==> src/rtl/collision_brake_sequencer_core_macros.svh <==
// ----------------------------------------------------------------------------
// Assertion macros shared by the brake sequencer RTL
// Checks are clocked on clk and disabled while rst_n is low.
// ----------------------------------------------------------------------------
`ifndef COLLISION_BRAKE_SEQUENCER_CORE_MACROS_SVH
`define COLLISION_BRAKE_SEQUENCER_CORE_MACROS_SVH

// Property checked at every rising clock edge outside reset
`define CBS_ASSERT(label, prop, msg) \
    label: assert property (@(posedge clk) disable iff (!rst_n) (prop)) else $error(msg);

// Condition that must hold in the cycle after a trigger
`define CBS_ASSERT_NEXT(label, trig, cons, msg) \
    label: assert property (@(posedge clk) disable iff (!rst_n) (trig) |=> (cons)) \
        else $error(msg);

`endif

==> src/rtl/cbs_pkg.sv <==
// ----------------------------------------------------------------------------
// cbs_pkg
// Shared types, codes and reset constants of the brake sequencer.
// ----------------------------------------------------------------------------
`timescale 1ns / 1ps

package cbs_pkg;

    localparam int DISTANCE_BITS_DEF = 10;
    localparam int TIMER_BITS_DEF    = 16;
    localparam int CFG_ADDR_BITS     = 3;
    localparam int HYST_BITS         = 8;

    // register indexes
    localparam logic [CFG_ADDR_BITS-1:0] CFG_DANGER_DIST  = 3'd0;
    localparam logic [CFG_ADDR_BITS-1:0] CFG_WARNING_DIST = 3'd1;
    localparam logic [CFG_ADDR_BITS-1:0] CFG_HYSTERESIS   = 3'd2;
    localparam logic [CFG_ADDR_BITS-1:0] CFG_DEBOUNCE     = 3'd3;
    localparam logic [CFG_ADDR_BITS-1:0] CFG_ACTUATION    = 3'd4;
    localparam logic [CFG_ADDR_BITS-1:0] CFG_RELEASE_HOLD = 3'd5;
    localparam logic [CFG_ADDR_BITS-1:0] CFG_EMERG_HOLD   = 3'd6;

    // register reset values
    localparam int RST_DANGER_DIST  = 20;
    localparam int RST_WARNING_DIST = 50;
    localparam int RST_HYSTERESIS   = 5;
    localparam int RST_DEBOUNCE     = 200;
    localparam int RST_ACTUATION    = 500;
    localparam int RST_RELEASE_HOLD = 1000;
    localparam int RST_EMERG_HOLD   = 2000;

    // request opcodes
    localparam logic [1:0] OP_TICK   = 2'd0;
    localparam logic [1:0] OP_SAMPLE = 2'd1;
    localparam logic [1:0] OP_PULSE  = 2'd2;

    // alert levels
    localparam logic [1:0] LV_SAFE      = 2'd0;
    localparam logic [1:0] LV_WARNING   = 2'd1;
    localparam logic [1:0] LV_DANGER    = 2'd2;
    localparam logic [1:0] LV_EMERGENCY = 2'd3;

    // servo commands
    localparam logic [1:0] SERVO_HALT     = 2'd0;
    localparam logic [1:0] SERVO_FORWARD  = 2'd1;
    localparam logic [1:0] SERVO_BACKWARD = 2'd2;

    typedef enum logic [4:0] {
        PH_IDLE     = 5'b00001,
        PH_ENGAGE   = 5'b00010,
        PH_RELEASE  = 5'b00100,
        PH_EHOLD    = 5'b01000,
        PH_ERELEASE = 5'b10000
    } phase_t;

    typedef struct packed {
        logic [1:0] alert_level;
        logic [1:0] servo_command;
        logic       brake_engaged;
        logic       level_changed;
        logic       busy_res;
    } res_t;

endpackage

==> src/rtl/collision_brake_sequencer_core.sv <==
// An accepted request has its result registered in the result buffer at the accepting edge.
// Throughput: one request per cycle while the skid entry is empty; the two-entry result
//   buffer keeps in_ready high while one result waits; in_ready depends only on buffer state.
// Reset (rst_n low, asynchronous): level safe, brake released, phase idle, timers zero,
//   configuration registers at their default values, result buffer empty.
// ----------------------------------------------------------------------------
// collision_brake_sequencer_core
// Alert level tracking with hysteresis and brake servo sequencing driven by
// millisecond ticks, distance samples and debounced emergency pulses.
// ----------------------------------------------------------------------------
`timescale 1ns / 1ps

module collision_brake_sequencer_core #(
    parameter int DISTANCE_BITS = cbs_pkg::DISTANCE_BITS_DEF,
    parameter int TIMER_BITS    = cbs_pkg::TIMER_BITS_DEF,
    parameter int CFG_BITS      = (TIMER_BITS > DISTANCE_BITS) ? TIMER_BITS : DISTANCE_BITS
) (
    input  logic                              clk,
    input  logic                              rst_n,
    // configuration write port
    input  logic                              cfg_wen,
    input  logic [cbs_pkg::CFG_ADDR_BITS-1:0] cfg_addr,
    input  logic [CFG_BITS-1:0]               cfg_wdata,
    // request channel
    input  logic                              in_valid,
    output logic                              in_ready,
    input  logic [1:0]                        opcode,
    input  logic [DISTANCE_BITS-1:0]          distance_cm,
    // result channel
    output logic                              out_valid,
    input  logic                              out_ready,
    output logic [1:0]                        alert_level,
    output logic [1:0]                        servo_command,
    output logic                              brake_engaged,
    output logic                              level_changed,
    output logic                              busy_res
);
    import cbs_pkg::*;

    logic [DISTANCE_BITS-1:0] danger_distance;
    logic [DISTANCE_BITS-1:0] warning_distance;
    logic [HYST_BITS-1:0]     hysteresis_margin;
    logic [TIMER_BITS-1:0]    debounce_ms;
    logic [TIMER_BITS-1:0]    actuation_ms;
    logic [TIMER_BITS-1:0]    release_hold_ms;
    logic [TIMER_BITS-1:0]    emergency_hold_ms;

    logic step;
    res_t step_res;
    res_t out_res;

    // a request is taken whenever the result buffer has a free slot
    assign step = in_valid && in_ready;

    cbs_cfg_regs #(
        .DISTANCE_BITS (DISTANCE_BITS),
        .TIMER_BITS    (TIMER_BITS),
        .CFG_BITS      (CFG_BITS)
    ) u_cfg (
        .clk               (clk),
        .rst_n             (rst_n),
        .cfg_wen           (cfg_wen),
        .cfg_addr          (cfg_addr),
        .cfg_wdata         (cfg_wdata),
        .danger_distance   (danger_distance),
        .warning_distance  (warning_distance),
        .hysteresis_margin (hysteresis_margin),
        .debounce_ms       (debounce_ms),
        .actuation_ms      (actuation_ms),
        .release_hold_ms   (release_hold_ms),
        .emergency_hold_ms (emergency_hold_ms)
    );

    // state update and result computed in the same cycle as the request
    cbs_ctrl #(
        .DISTANCE_BITS (DISTANCE_BITS),
        .TIMER_BITS    (TIMER_BITS)
    ) u_ctrl (
        .clk               (clk),
        .rst_n             (rst_n),
        .step              (step),
        .opcode            (opcode),
        .distance_cm       (distance_cm),
        .danger_distance   (danger_distance),
        .warning_distance  (warning_distance),
        .hysteresis_margin (hysteresis_margin),
        .debounce_ms       (debounce_ms),
        .actuation_ms      (actuation_ms),
        .release_hold_ms   (release_hold_ms),
        .emergency_hold_ms (emergency_hold_ms),
        .res               (step_res)
    );

    // result register plus skid entry
    cbs_out_buf u_buf (
        .clk       (clk),
        .rst_n     (rst_n),
        .push      (step),
        .push_data (step_res),
        .can_push  (in_ready),
        .pop_valid (out_valid),
        .pop_ready (out_ready),
        .pop_data  (out_res)
    );

    assign alert_level   = out_res.alert_level;
    assign servo_command = out_res.servo_command;
    assign brake_engaged = out_res.brake_engaged;
    assign level_changed = out_res.level_changed;
    assign busy_res      = out_res.busy_res;

endmodule

==> src/rtl/cbs_cfg_regs.sv <==
// ----------------------------------------------------------------------------
// cbs_cfg_regs
// Configuration register file, written through a plain write port.
// ----------------------------------------------------------------------------
`timescale 1ns / 1ps

module cbs_cfg_regs #(
    parameter int DISTANCE_BITS = cbs_pkg::DISTANCE_BITS_DEF,
    parameter int TIMER_BITS    = cbs_pkg::TIMER_BITS_DEF,
    parameter int CFG_BITS      = (TIMER_BITS > DISTANCE_BITS) ? TIMER_BITS : DISTANCE_BITS
) (
    input  logic                             clk,
    input  logic                             rst_n,
    input  logic                             cfg_wen,
    input  logic [cbs_pkg::CFG_ADDR_BITS-1:0] cfg_addr,
    input  logic [CFG_BITS-1:0]              cfg_wdata,
    output logic [DISTANCE_BITS-1:0]         danger_distance,
    output logic [DISTANCE_BITS-1:0]         warning_distance,
    output logic [cbs_pkg::HYST_BITS-1:0]    hysteresis_margin,
    output logic [TIMER_BITS-1:0]            debounce_ms,
    output logic [TIMER_BITS-1:0]            actuation_ms,
    output logic [TIMER_BITS-1:0]            release_hold_ms,
    output logic [TIMER_BITS-1:0]            emergency_hold_ms
);
    import cbs_pkg::*;

    logic [DISTANCE_BITS-1:0] danger_reg;
    logic [DISTANCE_BITS-1:0] warning_reg;
    logic [HYST_BITS-1:0]     hyst_reg;
    logic [TIMER_BITS-1:0]    debounce_reg;
    logic [TIMER_BITS-1:0]    actuation_reg;
    logic [TIMER_BITS-1:0]    rel_hold_reg;
    logic [TIMER_BITS-1:0]    emerg_hold_reg;

    always_ff @(posedge clk or negedge rst_n)
    begin
        if (!rst_n)
        begin
            danger_reg     <= DISTANCE_BITS'(RST_DANGER_DIST);
            warning_reg    <= DISTANCE_BITS'(RST_WARNING_DIST);
            hyst_reg       <= HYST_BITS'(RST_HYSTERESIS);
            debounce_reg   <= TIMER_BITS'(RST_DEBOUNCE);
            actuation_reg  <= TIMER_BITS'(RST_ACTUATION);
            rel_hold_reg   <= TIMER_BITS'(RST_RELEASE_HOLD);
            emerg_hold_reg <= TIMER_BITS'(RST_EMERG_HOLD);
        end
        else if (cfg_wen)
        begin
            case (cfg_addr)
                CFG_DANGER_DIST:  danger_reg     <= cfg_wdata[DISTANCE_BITS-1:0];
                CFG_WARNING_DIST: warning_reg    <= cfg_wdata[DISTANCE_BITS-1:0];
                CFG_HYSTERESIS:   hyst_reg       <= cfg_wdata[HYST_BITS-1:0];
                CFG_DEBOUNCE:     debounce_reg   <= cfg_wdata[TIMER_BITS-1:0];
                CFG_ACTUATION:    actuation_reg  <= cfg_wdata[TIMER_BITS-1:0];
                CFG_RELEASE_HOLD: rel_hold_reg   <= cfg_wdata[TIMER_BITS-1:0];
                CFG_EMERG_HOLD:   emerg_hold_reg <= cfg_wdata[TIMER_BITS-1:0];
                default: ;
            endcase
        end
    end

    assign danger_distance   = danger_reg;
    assign warning_distance  = warning_reg;
    assign hysteresis_margin = hyst_reg;
    assign debounce_ms       = debounce_reg;
    assign actuation_ms      = actuation_reg;
    assign release_hold_ms   = rel_hold_reg;
    assign emergency_hold_ms = emerg_hold_reg;

endmodule

==> src/rtl/cbs_ctrl.sv <==
// ----------------------------------------------------------------------------
// cbs_ctrl
// Alert level, brake phase and timer state; one request per cycle while step is high.
// ----------------------------------------------------------------------------
`timescale 1ns / 1ps
`include "collision_brake_sequencer_core_macros.svh"

module cbs_ctrl #(
    parameter int DISTANCE_BITS = cbs_pkg::DISTANCE_BITS_DEF,
    parameter int TIMER_BITS    = cbs_pkg::TIMER_BITS_DEF
) (
    input  logic                          clk,
    input  logic                          rst_n,
    input  logic                          step,
    input  logic [1:0]                    opcode,
    input  logic [DISTANCE_BITS-1:0]      distance_cm,
    input  logic [DISTANCE_BITS-1:0]      danger_distance,
    input  logic [DISTANCE_BITS-1:0]      warning_distance,
    input  logic [cbs_pkg::HYST_BITS-1:0] hysteresis_margin,
    input  logic [TIMER_BITS-1:0]         debounce_ms,
    input  logic [TIMER_BITS-1:0]         actuation_ms,
    input  logic [TIMER_BITS-1:0]         release_hold_ms,
    input  logic [TIMER_BITS-1:0]         emergency_hold_ms,
    output cbs_pkg::res_t                 res
);
    import cbs_pkg::*;

    localparam int SUM_BITS = DISTANCE_BITS + 1;

    logic [1:0]            level_reg, level_next;
    logic                  brake_reg, brake_next;
    phase_t                phase_reg, phase_next;
    logic [TIMER_BITS-1:0] ptimer_reg, ptimer_next;
    logic [TIMER_BITS-1:0] since_act_reg, since_act_next;
    logic [TIMER_BITS-1:0] since_em_reg, since_em_next;
    logic                  latch_reg, latch_next;

    logic [SUM_BITS-1:0]   up_safe;
    logic [SUM_BITS-1:0]   up_warn;
    logic [SUM_BITS-1:0]   dist_ext;
    logic                  idle_now;

    function automatic logic [TIMER_BITS-1:0] sat_inc(input logic [TIMER_BITS-1:0] t);
        sat_inc = (t == {TIMER_BITS{1'b1}}) ? t : t + 1'b1;
    endfunction

    assign up_safe  = SUM_BITS'(warning_distance) + SUM_BITS'(hysteresis_margin);
    assign up_warn  = SUM_BITS'(danger_distance) + SUM_BITS'(hysteresis_margin);
    assign dist_ext = SUM_BITS'(distance_cm);
    assign idle_now = (phase_reg == PH_IDLE);

    always_comb
    begin
        level_next     = level_reg;
        brake_next     = brake_reg;
        phase_next     = phase_reg;
        ptimer_next    = ptimer_reg;
        since_act_next = since_act_reg;
        since_em_next  = since_em_reg;
        latch_next     = latch_reg;

        case (opcode)
            OP_TICK:
            begin
                since_act_next = sat_inc(since_act_reg);
                since_em_next  = sat_inc(since_em_reg);
                if (phase_reg != PH_IDLE)
                begin
                    ptimer_next = sat_inc(ptimer_reg);
                    case (phase_reg)
                        PH_ENGAGE, PH_RELEASE:
                        begin
                            if (ptimer_next >= actuation_ms)
                            begin
                                brake_next     = (phase_reg == PH_ENGAGE);
                                since_act_next = '0;
                                phase_next     = PH_IDLE;
                                ptimer_next    = '0;
                            end
                        end
                        PH_EHOLD:
                        begin
                            if (ptimer_next >= emergency_hold_ms)
                            begin
                                level_next  = LV_SAFE;
                                phase_next  = PH_ERELEASE;
                                ptimer_next = '0;
                            end
                        end
                        default:
                        begin
                            if (ptimer_next >= actuation_ms)
                            begin
                                brake_next     = 1'b0;
                                since_act_next = '0;
                                latch_next     = 1'b0;
                                phase_next     = PH_IDLE;
                                ptimer_next    = '0;
                            end
                        end
                    endcase
                end
            end
            OP_SAMPLE:
            begin
                // samples are dropped while any phase runs
                if (phase_reg == PH_IDLE)
                begin
                    case (level_reg)
                        LV_SAFE:
                        begin
                            if (distance_cm <= danger_distance)
                                level_next = LV_DANGER;
                            else if (distance_cm <= warning_distance)
                                level_next = LV_WARNING;
                        end
                        LV_WARNING:
                        begin
                            if (distance_cm <= danger_distance)
                                level_next = LV_DANGER;
                            else if (dist_ext > up_safe)
                                level_next = LV_SAFE;
                        end
                        LV_DANGER:
                        begin
                            if (dist_ext > up_safe)
                                level_next = LV_SAFE;
                            else if (dist_ext > up_warn)
                                level_next = LV_WARNING;
                        end
                        default: ;
                    endcase
                end
            end
            OP_PULSE:
            begin
                if (since_em_reg > debounce_ms)
                begin
                    since_em_next = '0;
                    if (phase_reg != PH_IDLE)
                        latch_next = 1'b1;
                    else
                        level_next = LV_EMERGENCY;
                end
            end
            default: ;
        endcase

        // settle: in idle, raise a latched pulse to emergency and start the action the level calls for
        if (phase_next == PH_IDLE)
        begin
            if (latch_next)
            begin
                latch_next = 1'b0;
                level_next = LV_EMERGENCY;
            end
            if ((level_next inside {LV_DANGER, LV_EMERGENCY}) && !brake_next)
            begin
                phase_next  = PH_ENGAGE;
                ptimer_next = '0;
            end
            else if (level_next == LV_EMERGENCY)
            begin
                phase_next  = PH_EHOLD;
                ptimer_next = '0;
            end
            else if ((level_next inside {LV_SAFE, LV_WARNING}) && brake_next
                     && (since_act_next >= release_hold_ms))
            begin
                phase_next  = PH_RELEASE;
                ptimer_next = '0;
            end
        end
    end

    always_ff @(posedge clk or negedge rst_n)
    begin
        if (!rst_n)
        begin
            level_reg     <= LV_SAFE;
            brake_reg     <= 1'b0;
            phase_reg     <= PH_IDLE;
            ptimer_reg    <= '0;
            since_act_reg <= '0;
            since_em_reg  <= '0;
            latch_reg     <= 1'b0;
        end
        else if (step)
        begin
            level_reg     <= level_next;
            brake_reg     <= brake_next;
            phase_reg     <= phase_next;
            ptimer_reg    <= ptimer_next;
            since_act_reg <= since_act_next;
            since_em_reg  <= since_em_next;
            latch_reg     <= latch_next;
        end
    end

    // previous result level is always the stored level
    always_comb
    begin
        res.alert_level   = level_next;
        case (phase_next)
            PH_ENGAGE:               res.servo_command = SERVO_FORWARD;
            PH_RELEASE, PH_ERELEASE: res.servo_command = SERVO_BACKWARD;
            default:                 res.servo_command = SERVO_HALT;
        endcase
        res.brake_engaged = brake_next;
        res.level_changed = (level_next != level_reg);
        res.busy_res      = (phase_next != PH_IDLE);
    end

    `CBS_ASSERT(a_engage_brake_off, (phase_reg == PH_ENGAGE) |-> !brake_reg, "engage, brake on")
    `CBS_ASSERT(a_ehold_level, (phase_reg == PH_EHOLD) |-> level_reg == LV_EMERGENCY, "bad hold")
    `CBS_ASSERT(a_erelease_safe, (phase_reg == PH_ERELEASE) |-> level_reg == LV_SAFE, "not safe")
    `CBS_ASSERT(a_idle_level, idle_now |-> level_reg != LV_EMERGENCY, "emergency left in idle")
    `CBS_ASSERT(a_idle_latch, idle_now |-> !latch_reg, "latch left in idle")
    `CBS_ASSERT(a_danger_brake, idle_now && level_reg == LV_DANGER |-> brake_reg, "no brake")

endmodule

==> src/rtl/cbs_out_buf.sv <==
// ----------------------------------------------------------------------------
// cbs_out_buf
// Two-entry result buffer; input ready comes from a register only.
// ----------------------------------------------------------------------------
`timescale 1ns / 1ps
`include "collision_brake_sequencer_core_macros.svh"

module cbs_out_buf (
    input  logic          clk,
    input  logic          rst_n,
    input  logic          push,
    input  cbs_pkg::res_t push_data,
    output logic          can_push,
    output logic          pop_valid,
    input  logic          pop_ready,
    output cbs_pkg::res_t pop_data
);
    import cbs_pkg::*;

    logic main_valid_reg;
    logic skid_valid_reg;
    res_t main_reg;
    res_t skid_reg;
    logic pop;

    assign pop       = main_valid_reg && pop_ready;
    assign can_push  = !skid_valid_reg;
    assign pop_valid = main_valid_reg;
    assign pop_data  = main_reg;

    always_ff @(posedge clk or negedge rst_n)
    begin
        if (!rst_n)
        begin
            main_valid_reg <= 1'b0;
            skid_valid_reg <= 1'b0;
        end
        else if (skid_valid_reg)
        begin
            if (pop)
            begin
                main_valid_reg <= 1'b1;
                skid_valid_reg <= 1'b0;
            end
        end
        else if (main_valid_reg && !pop)
        begin
            skid_valid_reg <= push;
        end
        else
        begin
            main_valid_reg <= push;
        end
    end

    always_ff @(posedge clk)
    begin
        if (skid_valid_reg)
        begin
            if (pop)
                main_reg <= skid_reg;
        end
        else if (main_valid_reg && !pop)
        begin
            if (push)
                skid_reg <= push_data;
        end
        else if (push)
        begin
            main_reg <= push_data;
        end
    end

    `CBS_ASSERT(a_skid_needs_main, skid_valid_reg |-> main_valid_reg, "skid without head")
    `CBS_ASSERT_NEXT(a_skid_drains, skid_valid_reg && pop, !skid_valid_reg, "skid stuck")
    `CBS_ASSERT(a_push_room, push |-> can_push, "push while full")

endmodule

==> config.mk <==
export PLATFORM = sky130hd
export DESIGN_NAME = collision_brake_sequencer_core
export DESIGN_NICKNAME = d
export VERILOG_FILES = /design/src/rtl/cbs_pkg.sv /design/src/rtl/collision_brake_sequencer_core.sv /design/src/rtl/cbs_cfg_regs.sv /design/src/rtl/cbs_ctrl.sv /design/src/rtl/cbs_out_buf.sv
export VERILOG_INCLUDE_DIRS = /design/src /design/src/rtl
export SDC_FILE = /design/constraint.sdc
export NUM_CORES = 1
export LEC_CHECK = 0
export ABC_CLOCK_PERIOD_IN_PS = 6020
export BUFFER_PORTS_ARGS = -buffer_cell sky130_fd_sc_hd__buf_4
export CAP_MARGIN = 15
export CORE_MARGIN = 2
export CORE_UTILIZATION = 49
export CTS_BUF_LIST = sky130_fd_sc_hd__clkbuf_4 sky130_fd_sc_hd__clkbuf_8 sky130_fd_sc_hd__clkbuf_16
export DETAILED_ROUTE_END_ITERATION = 10
export PLACE_DENSITY = 0.68
export SETUP_SLACK_MARGIN = 0.3
export SYNTH_ARGS = -nofsm -noshare
export SYNTH_HDL_FRONTEND = slang
export SYNTH_HIERARCHICAL = 1
export SYNTH_SLANG_ARGS = --single-unit
==> constraint.sdc <==
create_clock -name clk -period 6.02 [get_ports clk]
set_input_delay 0.602 -clock clk [delete_from_list [all_inputs] [get_ports clk]]
set_output_delay 0.602 -clock clk [all_outputs]
set_load 0.1 [all_outputs]
# Word level (Yosys, flattened, before mapping)
# Cells that the tools add are included.
[word_totals]
register_bits = 165
latchBits = 0
ram_bits = 0
mem_bits_ro = 0
in_bits = 36
output_inout_bits = 9
word_cells = 169
n_memories = 0
[classes]
add_sub_neg = 5
multipliers = 0
div_mod_pow = 0
n_lt_le_gt_ge = 8
eq_ne = 31
n_shift = 0
muxes = 67
bitwise = 1
reduce_logical = 31
[op_table]
columns = ["op", "n"]
rows = [
  ["$mux W16", 17],
  ["$add A16 B1 Y16 const B", 3],
  ["$eq A16 B16 Y1 const B", 3],
  ["$ge A16 B16 Y1", 3],
  ["$mux W5", 9],
  ["$pmux W16 S2", 1],
  ["$mux W2", 15],
  ["$mux W7", 4],
  ["$add A10 B8 Y11", 2],
  ["$gt A10 B11 Y1", 2],
  ["$le A10 B10 Y1", 2],
  ["$gt A16 B16 Y1", 1],
  ["$mux W1", 16],
  ["$reduce_and A2 Y1", 8],
  ["$pmux W2 S3", 2],
  ["$eq A5 B1 Y1 const B", 2],
  ["$eq A5 B2 Y1 const B", 2],
  ["$eq A5 B3 Y1 const B", 2],
  ["$ne A5 B1 Y1 const B", 2],
  ["$eq A3 B3 Y1 const B", 3],
  ["$eq A2 B2 Y1 const B", 4],
  ["$reduce_bool A2 Y1", 4],
  ["$eq A2 B1 Y1 const B", 3],
  ["$eq A3 B2 Y1 const B", 2],
  ["17 further kinds", 31],
]

# Longest topological paths before layout
# Gate-level depths: netlist of the first run.
[logic_depth]
ltp_word = 23
depth_mapped = 27
ltp_nobuf = 25

# Hierarchy
# The synthesis of the first run kept the hierarchy.
[modules_own_cells]
columns = ["mod", "instances", "cells_per_inst", "area_per_inst_um2", "seq_area_each_um2"]
rows = [
  ["cbs_ctrl", 1, 914, 7216.9, 1427.6],
  ["cbs_cfg_regs", 1, 200, 3575.9, 2337.2],
  ["cbs_out_buf", 1, 33, 643.1, 470.5],
  ["collision_brake_sequencer_core", 1, 1, 6.3, 0.0],
]

# Least setup slack after synthesis of the first run
# OpenSTA, ideal clock, no wires.
[synth_path]
kind = "register to register"
start = "reg u_ctrl.ptimer_reg[4]"
end = "reg u_buf.main_reg, in the netlist u_buf/pop_data[3], data pin"
setup_time_ps = 260
arrival_time_ps = 5566
required_time_ps = 5760
setup_slack_ps = 193
stages_incl_launch_ff = 28
n_path_buf = 2
period_less_slack_ps = 5827
path_cell_list = "dfrtp_1 > and4_1 > and4_1 > and2_1 > clkbuf_1 > nand2_1 > nand2b_1 > nor3_1 > xor2_1 > ha_1 > o2111ai_1 > a311o_1 > a21oi_1 > a21bo_2 > nor2_1 > clkbuf_1 > nor2_1 > ha_1 > a21o_1 > a21o_1 > a21oi_1 > o21ai_0 > a21oi_1 > a21oi_1 > o41a_1 > o31ai_1 > and4b_1 > mux2_4"
[synth_lines]
columns = ["item", "line", "rtl"]
rows = [
  ["start, declared", "cbs_ctrl.sv:33", "logic [TIMER_BITS-1:0] ptimer_reg, ptimer_next;"],
  ["start signal, assigned", "cbs_ctrl.sv:193", "ptimer_reg <= ptimer_next;"],
  ["end signal, assigned", "cbs_out_buf.sv:61", "main_reg <= skid_reg;"],
  ["end signal, assigned", "cbs_out_buf.sv:70", "main_reg <= push_data;"],
  ["end, declared", "cbs_out_buf.sv:22", "res_t main_reg;"],
]

==> results of run 1 <==
-- how the worst max path moves through the flow --
stage / from / endpoint / slack [ns]
5_1_grt: u_ctrl/ptimer_reg[3] / u_buf/pop_data[3] / 0.27
3_5_place_dp: u_ctrl/ptimer_reg[5] / u_buf/pop_data[3] / 0.006
4_1_cts: u_ctrl/ptimer_reg[5] / u_buf/pop_data[3] / 0.32
2_1_floorplan: u_ctrl/ptimer_reg[4] / u_buf/pop_data[3] / 0.36
6_report: u_ctrl/ptimer_reg[10] / u_buf/pop_data[3] / 0.49
3_3_place_gp: u_ctrl/ptimer_reg[5] / u_buf/pop_data[3] / 0.16
-- timing repair --
| item | CTS | global route |
|---|---|---|
| pin swaps | 6 | 14 |
| buffers inserted | 5 | 6 |
| setup endpoints to repair | 10 | 20 |
| resized for setup | 16 | 25 |
| endpoints found under the hold margin | 0 | 0 |
-- report_power, final --
group	internal (mW)	leakage (nW)	switching [mW]
registers	1.41	1.93	0.217
clock network	0.710	0.301	0.465
logic	1.16	3.64	1.56
total	3.28	5.87	2.24
-- routing by layer --
layer | wire length [µm] | global-route usage [%]
met1 | 13300 | 33.4
met2 | 13500 | 39.6
met5 | 13 | 0
met4 | 687 | 9.09
met3 | 1300 | 3.74
-- final cells by class --
class / instances / area share [%]
clock inverters: 10 / 1.10
repair buffers: 72 / 4.24
inverters: 107 / 3.11
flip-flops and latches: 165 / 32.6
clock buffers: 22 / 3.79
multi-input cells: 840 / 52.2
well taps: 313 / 3.01
-- cells in the final DEF (no fill, tap or decap), drive strengths merged, types with 4 or more instances in the layout --
cell / count
a31oi: 4
nand2: 79
nor2: 72
and4bb: 4
a22oi: 12
ha: 123
inv: 108
nand3: 24
o21a: 8
xnor2: 36
o21bai: 7
and4: 5
edfxtp: 14
and2: 7
nor4: 13
o21ai: 59
a211oi: 14
mux2: 112
nor2b: 6
clkinvlp: 4
o211ai: 7
buf: 72
dfrtp: 122
and3: 9
a21boi: 6
dfstp: 29
nand2b: 7
xor2: 10
clkbuf: 22
or3: 4
nor3: 28
a21oi: 72
a21o: 16
or2: 6
a211o: 4
o31ai: 8
nand4: 27
-- critical path, delay by kind of cell (launching register included) --
family | cells | cell delay [ns]
buffers and inverters | 1 | 0.15
adders and majority gates | 2 | 0.48
xor gates and xnor gates | 1 | 0.20
DFF | 1 | 0.43
and+or+nand+nor | 9 | 1.65
muxes | 1 | 0.26
AOI/OAI and AO/OA | 11 | 2.11
-- cell families after synthesis --
| logic type | after synthesis |
|---|---|
| simple gates | 301 |
| compound gates | 255 |
| flops | 165 |
| buf+inv | 143 |
| fa+ha+maj | 125 |
| mux | 113 |
| xor+xnor | 46 |
-- metrics by stage --
| step | worst slack, ns | cells | util, % | cell area [µm²] |
|---|---|---|---|---|
| global placement | 0.161 | 1486 | 53.2 | 12100 |
| global route | 0.270 | 1529 | 57.1 | 13000 |
| floorplan | 0.362 | 1148 | - | 11400 |
| detailed placement | 0.00590 | 1486 | 53.2 | 12100 |
| finish | 0.488 | 1529 | 57.1 | 13000 |
| CTS | 0.323 | 1523 | 56.4 | 12800 |
==> results.md, run 1 <==
- Status: finished clean
- CTS tree: yes
- Worst setup SP type: flop
- Top-area cell type share of the netlist area: 26.7%
- Sequential fraction of the synthesis area: 37.0%
- Crit path time final: 5.53 ns
- Final wirelength: 28800 µm
- Most common cell in the netlist: ha_1
- Clk Latency, worst-skew pair: 0.44 ns
- Multi-input logic area: 0.00678 mm²
- # setup viols final: 0
- Post-DP HPWL: 20700 µm
- CP Capture Type: flop
- Worst r2r path cells: 25
- Layout cells sized above 1: 25.7%
- Synth Area in Compound Gates: 15.3%
- Remaining DRCs: 0
- Total power: 5.51 mW
- Post-synth EDFFs: 14
- I/O Buffers: 44
- Syn nets: 1309
- Rel. slew slack: 22.3%
- Critical Path Max Stage Delay: 0.43 ns
- WL/cell: 18.9 µm
- Worst-path clk slew: 0.07 ns
- Worst r2r src: u_ctrl/ptimer_reg[10]
- Die area: 0.0246 mm²
- RSZ-0062 raised after global routing: no
- Cell taking the most area after synthesis: dfrtp_1
- P_leak: 5.87 nW
- Wire length of the first global-routing pass: 46800 µm
- Via density: 5.82
- Layout Nets: 1364
- Placer Congestion: 0.889
- Crit share post-route: 91.9%
- Largest net degree at the start of global routing: 79
- Ys async rst share: 91.5%
- I/O Pins: 45
- Yosys warns: 6
- Post-Synthesis Cells: 1148
- Critical path class: reg -> reg
- MaxCap Viol Count: 0
- Commonest cells post-synth: ha_1 (123), dfrtp_1 (122), inv_1 (105), mux2_2 (97), nand2_1 (79)
- FP Rows: 55
- Core area: 0.0228 mm²
- H-tree depth: 4
- CTS root buf: clkbuf_16
- Die Span Y: 157 µm
- Unique masters post-synth: 84
- Slowest cell on crit path: dfrtp_1
- DRT iter0 DRCs: 500
- Initial antenna violation count: 1
- Total GRT Usage: 24.6%
- #FFs+latches synth: 165
- Total number of vias: 8901
- Fraction of synthesized cell area in xor and xnor cells: 3.52%
- Mapped cell area: 0.0114 mm²
- Setup TNS: 0 ns
- Hold Buf Count CTS: 0
- Syn avg cell area: 9.97 µm²
- Fillcell total: 1958
- Post-synthesis mux area share: 11.6%
- Worst Tran Pin Value: 1.17 ns
- Cts bufs inserted: 17
- PD cells: 424 mW/mm²
- Critical Path AT: 5.72 ns
- CP max FO: 5
- Initial core utilization: 50.2%
- Layout area overhead: 13.7%
- Simple-Gate Fraction of Synth Area: 13.3%
- Die Wd: 157 µm
- Clk buf depth: 2
- Main flop type after synthesis: dfrtp_1
- Post-Synth Adder-Cell Area: 13.8%
- Sequential cell area: 0.00424 mm²
- Main combinational cell family by area after synthesis: compound AO/OA/AOI/OAI gates
- Max-slew violations: 0
- Final hold violation count: 0
- DR pass1 iterations: 7
- Fin Hold WS: 0.186 ns
- Routed Antenna Nets: 0
- TritonCTS Sinks: 165
- Setup slack, reg-to-reg: 0.49 ns
- Post-Route Skew: 0.00846 ns
- Maximum VDD drop: 0.000208 V
- FF-to-FF End: u_buf/pop_data[3]
- Synth area leaders: dfrtp_1 (27%), ha_1 (13%), mux2_2 (9.5%)
- Worst Hold Class: in -> async
- CP Data Required Time: 6.21 ns
- F_max: 181 MHz
- # diodes: 0
- Total congestion overflow: 0
- Vias in the first global route: 8908
(Power assumes the default switching activity.)
==> inputs of run 2 (changes only) <==
Settings changed: CTS_CLUSTER_DIAMETER set to 60, MAX_ROUTING_LAYER set to met4.
==> results.md, run 2 (same netlist as run 1, synthesis figures left out) <==
- Status: finished clean
- Total number of vias: 8867 (-0.38%)
- Remaining DRCs: 0 (unchanged)
- CTS root buf: clkbuf_16
- Final Util: 57.2% (+0.14 points)
- Die area: 0.0246 mm² (unchanged)
- Worst setup SP type: flop
- Vias in the first global route: 8654 (-2.9%)
- Largest net degree at the start of global routing: 111 (+41%)
- Total congestion overflow: 0 (unchanged)
- Cts bufs inserted: 17 (unchanged)
- Core area: 0.0228 mm² (unchanged)
- F_max: 180 MHz (-0.49%)
- Placer Congestion: 0.937 (+5.4%)
- Critical Path AT: 5.74 ns (+0.02 ns)
- Crit path time final: 5.56 ns (+0.0270 ns)
- Via density: 5.77 (-0.84%)
- # setup viols final: 0 (unchanged)
- Rel. slew slack: 22.3% (-0.051 points)
- CP Data Required Time: 6.20 ns (about the same)
- Setup TNS: 0 ns (unchanged)
- CP max FO: 5 (unchanged)
- Maximum VDD drop: 0.000237 V (+14%)
- Setup slack, reg-to-reg: 0.46 ns (-0.03 ns)
- DR pass1 iterations: 4 (-3)
- Most common cell after layout, fill and taps aside: ha_1
- Fin Hold WS: 0.299 ns (+0.113 ns)
- Fillcell total: 1956 (-0.10%)
- Layout cells sized above 1: 26.2% (+0.59 points)
- Post-DP HPWL: 20100 µm (-2.6%)
- Post-Route Skew: 0.0101 ns (+0.00160 ns)
- Layout Nets: 1371 (+0.51%)
- Clk buf depth: 2 (unchanged)
- Total power: 5.43 mW (-1.5%)
- Initial antenna violation count: 0 (-1)
- TritonCTS Sinks: 165 (unchanged)
- Total GRT Usage: 24.5% (about the same)
- RSZ-0062 raised after global routing: no
- Sequential cell area: 0.00424 mm² (about the same)
- Multi-input logic area: 0.00678 mm² (about the same)
- P_leak: 5.92 nW (+0.82%)
- Initial core utilization: 50.2% (unchanged)
- DRT iter0 DRCs: 598 (+20%)
- Final wirelength: 28200 µm (-2.4%)
- I/O Pins: 45 (unchanged)
- Worst-path clk slew: 0.07 ns (about the same)
- MaxCap Viol Count: 0 (unchanged)
- Final hold violation count: 0 (unchanged)
- # diodes: 0 (unchanged)
- Worst Hold Class: in -> async
- Finished layout cell area: 0.0130 mm² (+0.25%)
- Hold Buf Count CTS: 0 (unchanged)
- WL/cell: 18.3 µm (-2.8%)
- FP Rows: 55 (unchanged)
- Most frequent cells in the layout: ha_1 (122), dfrtp_1 (119), inv_1 (105), mux2_2 (97), nand2_1 (78)
- I/O Buffers: 44 (unchanged)
- CP Capture Type: flop
- CTS tree: yes
- Crit share post-route: 92.3% (+0.45 points)
- Die Span Y: 157 µm (unchanged)
- Routed Antenna Nets: 0 (unchanged)
- Placed cell area: 0.0121 mm² (unchanged)
- PD cells: 417 mW/mm² (-1.7%)
- Wire length of the first global-routing pass: 45700 µm (-2.3%)
- Clk Latency, worst-skew pair: 0.43 ns (about the same)
- Layout area overhead: 14.0%
- Worst Tran Pin Value: 1.17 ns (+0.000763 ns)
- H-tree depth: 4 (unchanged)
- Max-slew violations: 0 (unchanged)
- Critical path class: reg -> reg
- Die Wd: 157 µm (unchanged)
## run 2: worst paths after layout
kind / start / to / depth (start not counted)
min reg2reg: u_ctrl/latch_reg / u_ctrl/latch_reg / 1
max reg2reg: u_ctrl/ptimer_reg[6] / u_buf/pop_data[3] / 25
max in group asynchronous: rst_n / u_ctrl/ptimer_reg[9] / 2
max: u_ctrl/ptimer_reg[6] / u_buf/pop_data[3] / 25
min: rst_n / u_ctrl/since_em_reg[4] / 1
min in group clk: cfg_wdata[13] / u_cfg/actuation_ms[13] / 2
## run 2: metal layers
metal	wire (µm)	vias to the layer above	track usage (%)	share of wire (%)
met2	13300	217	38.6	47
met4	478	0	6.95	1.7
li1	-	4291	-	-
met3	1220	24	3.52	4.3
met1	13200	4335	33.2	47
met5	0	-	-	0
## run 2: stage by stage
step	cells	worst slack, ns
2_1_floorplan	1148	0.362
3_3_place_gp	1486	0.156
3_5_place_dp	1486	-0.00931
4_1_cts	1523	0.312
5_1_grt	1536	0.225
6_report	1536	0.461
## run 2: report_power, final
| group | switching, mW | internal [mW] | leakage (nW) | total, mW |
|---|---|---|---|---|
| logic | 1.54 | 1.17 | 3.69 | 2.70 |
| registers | 0.205 | 1.41 | 1.93 | 1.61 |
| clock network | 0.484 | 0.635 | 0.300 | 1.12 |
## run 2: critical path, stage by stage, from the launching register on
cell and delay [ns]:
dfrtp_1 0.40, and4_4 0.28, and4_4 0.26, and2_1 0.17, nand2_2 0.12, nand2b_4 0.10
nor3_2 0.04, xor2_1 0.16, ha_1 0.35, nand3_1 0.11, a311o_1 0.39, a21oi_2 0.16
a21bo_4 0.27, buf_12 0.13, o21ai_4 0.15, a21oi_1 0.07, o22a_1 0.24, ha_1 0.31
nand4_1 0.17, a2111oi_4 0.25, a21oi_2 0.11, a21oi_2 0.21, nand3_2 0.11, o31a_1 0.28
and4b_1 0.22, mux2_4 0.26
## run 2: timing repair
item                                    in CTS  in global routing
cloned                                       0                  0
endpoints found under the setup margin      10                 11
buffers inserted                             5                 13
pin swaps                                    6                 15
gates resized for setup                     12                 31
## run 2: final cells by class
class	instances	area share (%)
Multi-Input combinational cell	840	52.0
Sequential cell	165	32.5
Clock inverter	14	1.25
Clock buffer	18	3.37
Tap cell	313	3.00
Inverter	107	3.10
Timing Repair Buffer	79	4.76
==> inputs of run 3 (changes only) <==
--- a/config.mk
+++ b/config.mk
@@ -18,4 +18,5 @@
 export PLACE_DENSITY = 0.68
 export SETUP_SLACK_MARGIN = 0.3
+export SKIP_LAST_GASP = 1
 export SYNTH_ARGS = -nofsm -noshare
 export SYNTH_HDL_FRONTEND = slang
==> constraint.sdc (replaced) <==
create_clock -name clk -period 6.02 [get_ports clk]
set_input_delay 1.204 -clock clk [delete_from_list [all_inputs] [get_ports clk]]
set_output_delay 1.204 -clock clk [all_outputs]
set_load 0.1 [all_outputs]
==> results.md, run 3 (same netlist as run 1, synthesis figures left out) <==
- Total congestion overflow: 0 (unchanged)
- Core area: 0.0228 mm² (unchanged)
- WL/cell: 18.4 µm (about the same)
- Status: finished clean
- Total number of vias: 8911 (+0.50%)
- Critical Path AT: 5.80 ns (+0.06 ns)
- DR pass1 iterations: 5 (+1)
- Slowest cell on crit path: dfrtp_1
- Worst-path clk slew: 0.07 ns (about the same)
- Setup slack, reg-to-reg: 0.41 ns (-0.05 ns)
- Layout area overhead: 13.6%
- Critical Path Max Stage Delay: 0.43 ns (+0.03 ns)
- Wire length of the first global-routing pass: 45300 µm (-1.1%)
- Initial antenna violation count: 0 (unchanged)
- Worst setup SP type: flop
- PD cells: 415 mW/mm² (-0.49%)
- Crit path launch: u_ctrl/ptimer_reg[10]
- Final std cells w/o fill: 1537 (+0.065%)
- Clock power frac: 20.4% (-0.2 points)
- Rel. slew slack: 22.0% (-0.23 points)
- CP Data Required Time: 6.20 ns (about the same)
- Worst Hold Class: reg -> reg
- # setup viols final: 0 (unchanged)
- Die Span Y: 157 µm (unchanged)
- F_max: 178 MHz (-0.94%)
- Final Util: 57.0% (-0.20 points)
- CP Capture Type: flop
- Largest net degree at the start of global routing: 111 (unchanged)
- Hold Startpoint: u_ctrl/latch_reg
- Worst Tran Pin Value: 1.17 ns (+0.00347 ns)
- Clk buf depth: 2 (unchanged)
- Crit share post-route: 93.2% (+0.87 points)
- Hold Buf Count CTS: 0 (unchanged)
- Inst Count DP: 1486 (unchanged)
- CP max FO: 5 (unchanged)
- CTS tree: yes
- Maximum VDD drop: 0.000225 V (-5.0%)
- MaxCap Viol Count: 0 (unchanged)
- Final hold violation count: 0 (unchanged)
- Psw: 2.23 mW (about the same)
- Critical path class: reg -> reg
- Vias in the first global route: 8550 (-1.2%)
- Most frequent cells in the layout: dfrtp_1 (121), ha_1 (121), inv_1 (105), mux2_2 (97)
- Cts bufs inserted: 17 (unchanged)
- I/O Pins: 45 (unchanged)
- Final wirelength: 28200 µm (+0.16%)
- # diodes: 0 (unchanged)
- Total power: 5.39 mW (-0.83%)
- Register share of total power: 29.9% (+0.2 points)
- Layout Nets: 1372 (+0.073%)
- Clk Latency, worst-skew pair: 0.43 ns (about the same)
- DRT iter0 DRCs: 555 (-7.2%)
- Remaining DRCs: 0 (unchanged)
- Max-slew violations: 0 (unchanged)
- Die Wd: 157 µm (unchanged)
- Post-DP HPWL: 20000 µm (-0.89%)
- H-tree depth: 4 (unchanged)
- Worst r2r src: u_ctrl/ptimer_reg[10]
- Post-Route Skew: 0.0101 ns (-0.00000630 ns)
- Comb power frac: 49.7% (about the same)
- Routed Antenna Nets: 0 (unchanged)
- RSZ-0062 raised after global routing: no
- Placer Congestion: 0.934 (-0.33%)
- Total GRT Usage: 24.4% (-0.089 points)
- Die area: 0.0246 mm² (unchanged)
- CTS root buf: clkbuf_16
- FP Rows: 55 (unchanged)
- Via density: 5.80 (+0.43%)
- P_int: 3.16 mW (-1.5%)
- Layout cells sized above 1: 25.8% (-0.43 points)
- Initial core utilization: 50.2% (unchanged)
- Crit path time final: 5.61 ns (+0.0525 ns)
- I/O Buffers: 44 (unchanged)
- P_leak: 5.90 nW (-0.43%)
- Switch share: 41.3% (+0.37 points)
- TritonCTS Sinks: 165 (unchanged)
-- run 3: worst max-delay path: cells and delay by family (launching register included) --
kind                       cells  cell delay [ns]
muxes                          1             0.26
xor gates and xnor gates       1             0.29
DFF                            1             0.43
adders and majority gates      2             0.65
and+or+nand+nor               10             1.60
AOI/OAI and AO/OA             11             2.13
-- run 3: final timing paths --
| kind | to | cells past startpoint |
|---|---|---|
| max in group asynchronous | u_ctrl/ptimer_reg[9] | 2 |
| hold reg to reg | u_ctrl/latch_reg | 1 |
| setup / recovery | u_buf/pop_data[3] | 25 |
| min in group asynchronous | u_ctrl/since_em_reg[5] | 1 |
| hold / removal | u_ctrl/latch_reg | 1 |
| setup reg to reg | u_buf/pop_data[3] | 25 |
-- run 3: repair_timing --
action	in CTS	in global routing
endpoints found under the hold margin	0	0
setup buffers	6	13
pin swaps	4	10
resized for setup	15	21
endpoints found under the setup margin	15	20
-- run 3: final cells by class --
| class | count | area, µm² |
|---|---|---|
| Clock inverter | 11 | 116 |
| Inverter | 107 | 404 |
| Sequential cell | 165 | 4240 |
| Tap cell | 313 | 392 |
| Clock buffer | 21 | 474 |
| Timing Repair Buffer | 80 | 612 |
| Fill cell | 1979 | 9780 |
| Multi-Input combinational cell | 840 | 6760 |
-- run 3: per-layer routing --
layer / wire, µm / vias to the layer above / track usage, %
met5: 0 / - / -
met4: 528 / 0 / 7.12
met3: 1300 / 41 / 3.79
met2: 13100 / 217 / 38.2
met1: 13300 / 4356 / 33.0
li1: - / 4297 / -
-- run 3: power by group through the flow --
| stage | logic [mW] | registers [mW] | clock network (mW) |
|---|---|---|---|
| after floorplan | 1.69 | 1.72 | 0 |
| after global placement | 2.40 | 1.63 | 0 |
| after detailed placement | 2.44 | 1.63 | 0 |
| after CTS | 2.57 | 1.61 | 1.13 |
| after global routing | 2.94 | 1.65 | 1.18 |
| final | 2.68 | 1.61 | 1.10 |
-- run 3: stage by stage --
step | setup TNS, ns | setup WS, ns | hold WS [ns] | cell area (µm²)
after detailed placement | -0.0252 | -0.0252 | 0.480 | 12100
final | 0 | 0.408 | 0.493 | 13000
after floorplan | 0 | 0.362 | 0.451 | 11400
after global routing | 0 | 0.221 | 0.508 | 13000
after CTS | 0 | 0.314 | 0.496 | 12800
after global placement | 0 | 0.163 | 0.469 | 12100
